<file path="config.mk">
export PLATFORM = sky130hd
export DESIGN_NAME = two_class_priority_ticket_queue
export DESIGN_NICKNAME = d
export VERILOG_FILES = /design/src/sv/tcpq_pkg.sv /design/src/sv/two_class_priority_ticket_queue.sv /design/src/sv/tcpq_ram.sv /design/src/sv/tcpq_ctl.sv
export SDC_FILE = /design/constraint.sdc
export NUM_CORES = 2
export LEC_CHECK = 0
export BUFFER_PORTS_ARGS = -buffer_cell sky130_fd_sc_hd__buf_2
export CELL_PAD_IN_SITES_DETAIL_PLACEMENT = 0
export CELL_PAD_IN_SITES_GLOBAL_PLACEMENT = 1
export CORE_MARGIN = 3
export CORE_UTILIZATION = 45
export DETAILED_ROUTE_END_ITERATION = 10
export PLACE_DENSITY = 0.66
export SETUP_SLACK_MARGIN = 0.3
export SKIP_CTS_REPAIR_TIMING = 1
export SLEW_MARGIN = 20
export SYNTH_ARGS = -nofsm -noshare
export SYNTH_HDL_FRONTEND = slang
export SYNTH_SLANG_ARGS = --single-unit
</file>
<file path="constraint.sdc">
create_clock -name clk -period 11.9 [get_ports clk]
set_clock_uncertainty 0.15 [all_clocks]
set_input_delay 0.595 -clock clk [delete_from_list [all_inputs] [get_ports clk]]
set_output_delay 0.595 -clock clk [all_outputs]
set_load 0.05 [all_outputs]
</file>
<file path="src/sv/tcpq_pkg.sv">
// Shared types, sizes and codes of the two-class priority ticket queue.
// Used by the queue control, the top level and the port checker.
package tcpq_pkg;

  // queue geometry and field widths
  localparam int QUEUE_DEPTH = 64;
  localparam int ID_WIDTH    = 16;
  localparam int SEQ_W       = 16;
  localparam int CUST_W      = 16;
  localparam int COUNT_W     = 7;
  localparam int PTR_W       = $clog2(QUEUE_DEPTH);
  localparam int FILL_W      = $clog2(QUEUE_DEPTH + 1);
  localparam int ENTRY_W     = SEQ_W + ID_WIDTH;

  typedef logic [PTR_W-1:0]    ptr_t;
  typedef logic [FILL_W-1:0]   fill_t;
  typedef logic [SEQ_W-1:0]    seq_t;
  typedef logic [ID_WIDTH-1:0] id_t;
  typedef logic [COUNT_W-1:0]  count_t;

  // item opcodes
  typedef enum logic {
    OP_ISSUE = 1'b0,
    OP_CALL  = 1'b1
  } opcode_t;

  // result status codes
  typedef enum logic [1:0] {
    ST_ISSUED = 2'd0,
    ST_CALLED = 2'd1,
    ST_EMPTY  = 2'd2,
    ST_FULL   = 2'd3
  } status_t;

  // one stored queue entry
  typedef struct packed {
    seq_t seq;
    id_t  id;
  } entry_t;

  // access request to one queue memory
  typedef struct packed {
    logic   we;
    ptr_t   waddr;
    entry_t wdata;
    logic   re;
    ptr_t   raddr;
  } mem_req_t;

  // decision of one item, waiting for the memory read
  typedef struct packed {
    status_t status;
    seq_t    ticket;
    logic    from_pref;
    fill_t   pref_fill;
    fill_t   norm_fill;
  } stage_t;

  // pointer step with wrap at the queue depth
  function automatic ptr_t ptr_adv(input ptr_t p);
    ptr_adv = (p == PTR_W'(QUEUE_DEPTH - 1)) ? '0 : p + ptr_t'(1);
  endfunction

endpackage

</file>
<file path="src/sv/two_class_priority_ticket_queue.sv">
// Two-class strict-priority ticket queue.
//
// Item channel (item_valid/item_stall): opcode issue or call, class bit
// and customer id. Result channel (result_valid/result_stall): status,
// ticket, served customer and class, and both queue fill counts after the
// item. Exactly one result beat per item beat, in order.
// Issue stamps the id with the running sequence number (1 after reset,
// wraps at 16 bits) and appends it to its class queue; a full queue
// rejects. Call takes the oldest preferred entry, else the oldest normal
// entry, else reports nobody waiting.
// Pipeline: queue memory read, then output register. Throughput: one item
// per cycle unless the result stalls, set by the single read and write
// port of each queue memory.
// A stalled result holds; one more item is taken into the read stage,
// then item_stall rises until the result beat completes.
// Reset (rst, synchronous) empties both queues and drops any pending
// result; queue memory contents are not cleared.
// Depends on tcpq_pkg, tcpq_ctl and tcpq_ram.
module two_class_priority_ticket_queue (
  input  logic        clk,
  input  logic        rst,
  input  logic        item_valid,
  output logic        item_stall,
  input  logic        opcode,
  input  logic        preferred,
  input  logic [15:0] customer_id,
  output logic        result_valid,
  input  logic        result_stall,
  output logic [1:0]  status,
  output logic [15:0] ticket,
  output logic [15:0] served_customer,
  output logic        served_preferred,
  output logic [6:0]  preferred_count,
  output logic [6:0]  normal_count
);
  import tcpq_pkg::*;

  mem_req_t pref_req, norm_req;
  stage_t   stage;
  entry_t   pref_rd, norm_rd, hit;
  logic     stage_valid, out_free, accept;

  // handshake
  assign out_free   = !result_valid || !result_stall;
  assign item_stall = stage_valid && !out_free;
  assign accept     = item_valid && !item_stall;

  tcpq_ctl u_ctl (
    .clk         (clk),
    .rst         (rst),
    .accept      (accept),
    .opcode      (opcode),
    .preferred   (preferred),
    .customer_id (customer_id),
    .pref_req    (pref_req),
    .norm_req    (norm_req),
    .stage       (stage)
  );

  tcpq_ram #(.DEPTH(QUEUE_DEPTH), .WIDTH(ENTRY_W)) u_pref_ram (
    .clk   (clk),
    .we    (pref_req.we),
    .waddr (pref_req.waddr),
    .wdata (pref_req.wdata),
    .re    (pref_req.re),
    .raddr (pref_req.raddr),
    .rdata (pref_rd)
  );

  tcpq_ram #(.DEPTH(QUEUE_DEPTH), .WIDTH(ENTRY_W)) u_norm_ram (
    .clk   (clk),
    .we    (norm_req.we),
    .waddr (norm_req.waddr),
    .wdata (norm_req.wdata),
    .re    (norm_req.re),
    .raddr (norm_req.raddr),
    .rdata (norm_rd)
  );

  assign hit = stage.from_pref ? pref_rd : norm_rd;

  // read stage occupancy
  always_ff @(posedge clk) begin
    if (rst) begin
      stage_valid <= 1'b0;
    end else if (accept) begin
      stage_valid <= 1'b1;
    end else if (out_free) begin
      stage_valid <= 1'b0;
    end
  end

  // output beat valid
  always_ff @(posedge clk) begin
    if (rst) begin
      result_valid <= 1'b0;
    end else if (stage_valid && out_free) begin
      result_valid <= 1'b1;
    end else if (!result_stall) begin
      result_valid <= 1'b0;
    end
  end

  // output payload
  always_ff @(posedge clk) begin
    if (stage_valid && out_free) begin
      status          <= stage.status;
      preferred_count <= COUNT_W'(stage.pref_fill);
      normal_count    <= COUNT_W'(stage.norm_fill);
      if (stage.status == ST_CALLED) begin
        ticket           <= hit.seq;
        served_customer  <= CUST_W'(hit.id);
        served_preferred <= stage.from_pref;
      end else begin
        ticket           <= stage.ticket;
        served_customer  <= '0;
        served_preferred <= 1'b0;
      end
    end
  end

endmodule

</file>
<file path="src/sv/tcpq_ram.sv">
// Generic single-write, single-read synchronous memory.
// Read data is registered and holds until the next read enable.
module tcpq_ram #(
  parameter int DEPTH = 64,
  parameter int WIDTH = 32
) (
  input  logic                     clk,
  input  logic                     we,
  input  logic [$clog2(DEPTH)-1:0] waddr,
  input  logic [WIDTH-1:0]         wdata,
  input  logic                     re,
  input  logic [$clog2(DEPTH)-1:0] raddr,
  output logic [WIDTH-1:0]         rdata
);

  logic [WIDTH-1:0] mem [DEPTH];

  // write port
  always_ff @(posedge clk) begin
    if (we) begin
      mem[waddr] <= wdata;
    end
  end

  // registered read port
  always_ff @(posedge clk) begin
    if (re) begin
      rdata <= mem[raddr];
    end
  end

endmodule

</file>
<file path="src/sv/tcpq_ctl.sv">
// Queue control: head/tail pointers, fill counts and the sequence counter.
// Decides push, pop or reject per item and drives both queue memories.
// Depends on tcpq_pkg.
module tcpq_ctl (
  input  logic              clk,
  input  logic              rst,
  input  logic              accept,
  input  logic              opcode,
  input  logic              preferred,
  input  logic [15:0]       customer_id,
  output tcpq_pkg::mem_req_t pref_req,
  output tcpq_pkg::mem_req_t norm_req,
  output tcpq_pkg::stage_t  stage
);
  import tcpq_pkg::*;

  ptr_t  pref_head, pref_tail, norm_head, norm_tail;
  ptr_t  pref_head_next, pref_tail_next, norm_head_next, norm_tail_next;
  fill_t pref_fill, norm_fill, pref_fill_next, norm_fill_next;
  seq_t  next_sequence, next_sequence_next;
  stage_t stage_next;
  entry_t new_entry;
  logic  pref_full, norm_full;

  assign new_entry = '{seq: next_sequence, id: ID_WIDTH'(customer_id)};
  assign pref_full = (pref_fill == FILL_W'(QUEUE_DEPTH));
  assign norm_full = (norm_fill == FILL_W'(QUEUE_DEPTH));

  // per-item decision
  always_comb begin
    pref_head_next     = pref_head;
    pref_tail_next     = pref_tail;
    norm_head_next     = norm_head;
    norm_tail_next     = norm_tail;
    pref_fill_next     = pref_fill;
    norm_fill_next     = norm_fill;
    next_sequence_next = next_sequence;
    pref_req           = '{we: 1'b0, waddr: pref_tail, wdata: new_entry,
                           re: 1'b0, raddr: pref_head};
    norm_req           = '{we: 1'b0, waddr: norm_tail, wdata: new_entry,
                           re: 1'b0, raddr: norm_head};
    stage_next.status    = ST_EMPTY;
    stage_next.ticket    = '0;
    stage_next.from_pref = 1'b0;

    if (accept) begin
      if (opcode == OP_ISSUE) begin
        if (preferred) begin
          if (pref_full) begin
            stage_next.status = ST_FULL;
          end else begin
            pref_req.we       = 1'b1;
            pref_tail_next    = ptr_adv(pref_tail);
            pref_fill_next    = pref_fill + fill_t'(1);
            stage_next.status = ST_ISSUED;
            stage_next.ticket = next_sequence;
            next_sequence_next = next_sequence + seq_t'(1);
          end
        end else begin
          if (norm_full) begin
            stage_next.status = ST_FULL;
          end else begin
            norm_req.we       = 1'b1;
            norm_tail_next    = ptr_adv(norm_tail);
            norm_fill_next    = norm_fill + fill_t'(1);
            stage_next.status = ST_ISSUED;
            stage_next.ticket = next_sequence;
            next_sequence_next = next_sequence + seq_t'(1);
          end
        end
      end else begin
        // strict priority: preferred queue first
        if (pref_fill != '0) begin
          pref_req.re          = 1'b1;
          pref_head_next       = ptr_adv(pref_head);
          pref_fill_next       = pref_fill - fill_t'(1);
          stage_next.status    = ST_CALLED;
          stage_next.from_pref = 1'b1;
        end else if (norm_fill != '0) begin
          norm_req.re       = 1'b1;
          norm_head_next    = ptr_adv(norm_head);
          norm_fill_next    = norm_fill - fill_t'(1);
          stage_next.status = ST_CALLED;
        end else begin
          stage_next.status = ST_EMPTY;
        end
      end
    end

    stage_next.pref_fill = pref_fill_next;
    stage_next.norm_fill = norm_fill_next;
  end

  // control state
  always_ff @(posedge clk) begin
    if (rst) begin
      pref_head     <= '0;
      pref_tail     <= '0;
      norm_head     <= '0;
      norm_tail     <= '0;
      pref_fill     <= '0;
      norm_fill     <= '0;
      next_sequence <= seq_t'(1);
    end else begin
      pref_head     <= pref_head_next;
      pref_tail     <= pref_tail_next;
      norm_head     <= norm_head_next;
      norm_tail     <= norm_tail_next;
      pref_fill     <= pref_fill_next;
      norm_fill     <= norm_fill_next;
      next_sequence <= next_sequence_next;
    end
  end

  // decision held while the memory read completes
  always_ff @(posedge clk) begin
    if (accept) begin
      stage <= stage_next;
    end
  end

endmodule

</file>
# Yosys cells after proc, flatten, opt, wreduce, memory -nomap -nowiden
# Memories as Yosys holds them, arrays and structs flattened. A register that Yosys moved wholly into a read port is not among the register bits.
# Cells that the tools add are included.
# word_totals
ramBits	4096
in_bits	22
regBits	138
mem_count	2
# mem_list
name	words	word_bits	rd	rd_clocked_by_memory_dff	write_ports	line_no	text
u_norm_ram.mem	64	32	1	1	1	tcpq_ram.sv:16	logic [WIDTH-1:0] mem [DEPTH];
u_pref_ram.mem	64	32	1	1	1	tcpq_ram.sv:16	
# classes
n_eq_ne	10
bitwise_logic	5
muxes	51
reduce_logical	16
add_sub_neg	9
# ops
cell	n
16-bit 2-to-1 mux	6
7-bit 2-to-1 mux	11
32-bit 2-to-1 mux	1
6-bit by 1-bit adder with 6-bit output, second input constant	4
6-bit == test, second input constant	4
6-bit 2-to-1 mux	4
1-bit 2-to-1 mux	23
18-bit 2-to-1 mux	1
16-bit by 1-bit adder with 16-bit output, second input constant	1
4-bit AND reduction	4
7-bit by 1-bit adder with 7-bit output, second input constant	2
7-bit == test, second input constant	2
7-bit nonzero test	2
7-bit by 1-bit subtractor with 7-bit output, second input constant	2
2-bit 2-to-1 mux	5
1-bit inverter	5
1-bit logical NOT	4
2-bit inequality test, second input constant	2
1-bit logical AND	3
3-bit AND reduction	1
2-bit by 1-bit == test with 1-bit output, second input constant	1
2-bit by 1-bit inequality test with 1-bit output, second input constant	1
2-bit nonzero test	1
1-bit logical OR	1

# Depth between registers and ports, before layout
# logic_depth
word_depth	9
mapped_depth	12

# Cells and area by module
# From an unflattened synthesis, not the netlist that was laid out.
# unflattened
cells_unflattened	7269
area_unflattened_um2	164576.6
# modules_own_cells
module	instances	cells_per_inst	area_each_um2
tcpq_ram	2	3324	78835.6
tcpq_ctl	1	487	4589.4
two_class_priority_ticket_queue	1	134	2316.0

# Worst setup path before layout
# No wires, ideal clock.
# synth_path
kind	input to register
startpoint	in result_stall
endpoint	reg normal_count[0] (enable)
arrival_ps	4189
setup_time_ps	530
n_path_buf	0
stages	1
path_slack_ps	7030
path_cell_list	a21boi_0
# synth_between
elab_chain_cells	3
# synth_lines
element	line_no	text
start, declared	two_class_priority_ticket_queue.sv:28	input logic result_stall,
1-bit logical NOT	-	
1-bit logical OR	two_class_priority_ticket_queue.sv:44	assign out_free = !result_valid || !result_stall;
1-bit logical AND	two_class_priority_ticket_queue.sv:106	if (stage_valid && out_free) begin
end signal, assigned	two_class_priority_ticket_queue.sv:109	normal_count <= COUNT_W'(stage.norm_fill);
end, declared	two_class_priority_ticket_queue.sv:34	output logic [6:0] normal_count
# Every way passes these cells.
# A chain may end at the register's enable or synchronous reset.

==> impl_metrics.env <==
export IMPL_place_congestion=0.827
export IMPL_clock_root_buffer="clkbuf_16"
export IMPL_start_kind="flip-flop"
export IMPL_post_route_util_pct=51.3
export IMPL_first_pass_iters=6
export IMPL_viasPerCell=6.26
export IMPL_synth_fp_nets=7236
export IMPL_post_dp_hpwl_microns=253000
export IMPL_synth_edff_count=4242
export IMPL_dp_cells=12000
export IMPL_ys_types=74
export IMPL_fin_cells=12800
export IMPL_final_cell_area_sq_mm=0.186
export IMPL_netlist_area_sq_mm=0.164
export IMPL_tritoncts="yes"
export IMPL_cp_required_ps=12380
export IMPL_multi_input_area_sq_mm=0.0349
export IMPL_grt_pass1_wl_microns=637000
export IMPL_antenna_found_initial=32
export IMPL_vias=79900
export IMPL_holdWs_ps=29.1
export IMPL_synthCells=7204
export IMPL_rsz0062_at_grt="no"
export IMPL_clk_path_buf_depth=4
export IMPL_fp_dieH_microns=610
export IMPL_overflow=0
export IMPL_fin_crit_sh_pct=41.9
export IMPL_design_die_area_sq_mm=0.372
export IMPL_synth_seq_cells=4298
export IMPL_async_reset_ff_share_pct=0
export IMPL_slew_headroom_pct=18.5
export IMPL_fp_row_count=221
export IMPL_setup_tns_final_ps=0
export IMPL_fill_cells=28200
export IMPL_seq_area_sq_mm=0.129
export IMPL_ir_drop_v=0.000132
export IMPL_htreeDepth=5
export IMPL_crit_path_end_kind="flip-flop"
export IMPL_die_x_microns=610
export IMPL_status="complete, no violations"
export IMPL_cts_num_sinks=4298
export IMPL_finalSetupViolations=0
export IMPL_fmax_mhz=201
export IMPL_drtAntennaViolNets=0
export IMPL_critPathArrivalTime_ps=5460
export IMPL_initial_core_util_pct=45.3
export IMPL_pre_cts_slack_ps=6830
export IMPL_maxCapViolations=0
export IMPL_first_iter_violations=11700
export IMPL_setup_ws_ps=6920
export IMPL_finalHoldViolations=0
export IMPL_area_growth_syn_to_layout_pct=13.2
export IMPL_wl_per_cell_microns=36.0
export IMPL_drv_slew=0
export IMPL_tightest_slew_ps=1220
export IMPL_io_pins=73
export IMPL_holdCritPathClass="input port to flip-flop"
export IMPL_drc=0
export IMPL_final_cell_mix="edfxtp_1, mux4_2, clkbuf_16"
export IMPL_ys_flop_type="edfxtp_1"
export IMPL_drive_gt1_share_pct=28.4
export IMPL_dpl_instance_area_sq_mm=0.172
export IMPL_p_per_area_mw_per_mm2=169
export IMPL_numCtsBuffers=428
export IMPL_port_buffers=72
export IMPL_period_needed_ps=4980
export IMPL_core_sq_mm=0.363
export IMPL_finalPower_mw=31.4
export IMPL_ys_warn_count=0
export IMPL_crit_path_max_fanout=100
export IMPL_first_global_vias=79700
export IMPL_insertion_delay_ps=980
export IMPL_finalWirelength_microns=459000
export IMPL_p_leak_nw=59.3
export IMPL_grt_max_degree=132
export IMPL_avgSynthCellArea_sq_um=22.8
export IMPL_ys_seq_area_share_pct=78.3
export IMPL_gr_usage_all_layers_pct=24.4
export IMPL_final_common_cell="edfxtp_1"
export IMPL_path_class="flip-flop to flip-flop"
export IMPL_nets=7627
export IMPL_path_clk_slew_ps=70
==> worst paths after layout <==
kind	start	to	slack [ps]	cells past startpoint
worst max-delay path	u_ctl.norm_head[0]	u_norm_ram.rdata[17]	6920	7
worst min-delay path	customer_id[0]	u_pref_ram.mem[9][0]	30	1
worst max register to register	u_ctl.norm_head[0]	u_norm_ram.rdata[17]	6920	7
worst min register to register	u_ctl.stage[5]	normal_count[5]	270	0
==> per-layer routing <==
layer | track usage, % | wire (microns) | vias to the layer above
met3 | 3.70 | 38900 | 672
li1 | - | - | 31500
met1 | 34.1 | 179000 | 43700
met5 | 0 | 88 | -
met4 | 7.28 | 14700 | 12
met2 | 40.1 | 226000 | 4016
==> registers in the layout, summed over array words and instances, names as in the netlist, 16 cells and up <==
register,cells
ticket,16
u_norm_ram.mem,2048
served_customer,16
u_norm_ram.rdata,32
u_pref_ram.mem,2048
u_ctl.stage,33
u_pref_ram.rdata,32
u_ctl.next_sequence,16
==> logic make-up (layout without fill, tap and decap cells) <==
logic type / after synthesis / in the layout / share of synthesized area [%]
compound gates: 488 / 488 / 2.11
flops: 4298 / 4298 / 78.3
mux: 1304 / 1304 / 16.3
fa+ha+maj: 10 / 10 / 0.0762
buf+inv: 411 / 1167 / 1.18
xor+xnor: 30 / 30 / 0.160
other cells: 0 / 12 / 0
simple gates: 663 / 663 / 1.90
==> area by class of cell <==
class,count,area share (%)
clock buffer,524,6.02
timing repair buffer,351,1.46
inverter,21,0.0464
antenna,12,0.0162
clock inverter,271,1.28
tap,4794,3.23
multi-input combinational,2495,18.8
sequential,4298,69.2
==> Yosys cell counts (25+ instances only) <==
master	number	area share, %
a211oi_1	49	0.22
o21ai_0	77	0.23
clkbuf_1	160	0.37
o21ai_1	26	0.079
mux2i_1	204	1.2
a221oi_1	31	0.17
a21oi_1	37	0.11
buf_1	53	0.12
dfxtp_1	56	0.68
nand2_1	161	0.37
mux4_2	1100	15
buf_4	37	0.17
a22oi_1	49	0.22
nor2_1	246	0.56
o22ai_1	43	0.16
a31oi_1	25	0.095
nor3_1	39	0.12
and2_1	54	0.21
nand3_1	42	0.13
nor2b_1	34	0.13
buf_2	128	0.39
edfxtp_1	4242	78
==> power by group <==
part / switching (mW) / total [mW] / internal (mW)
combinational: 0.894 / 1.50 / 0.609
sequential: 0.115 / 16.7 / 16.6
clock: 5.70 / 13.2 / 7.47
==> worst max-delay path, stage by stage, from the launching register on <==
cell	delay, ps
dfxtp_4	890
buf_12	640
buf_12	460
buf_16	440
mux4_2	570
mux4_2	480
a22oi_2	550
nand2_1	100
(Power assumes the default switching activity.)
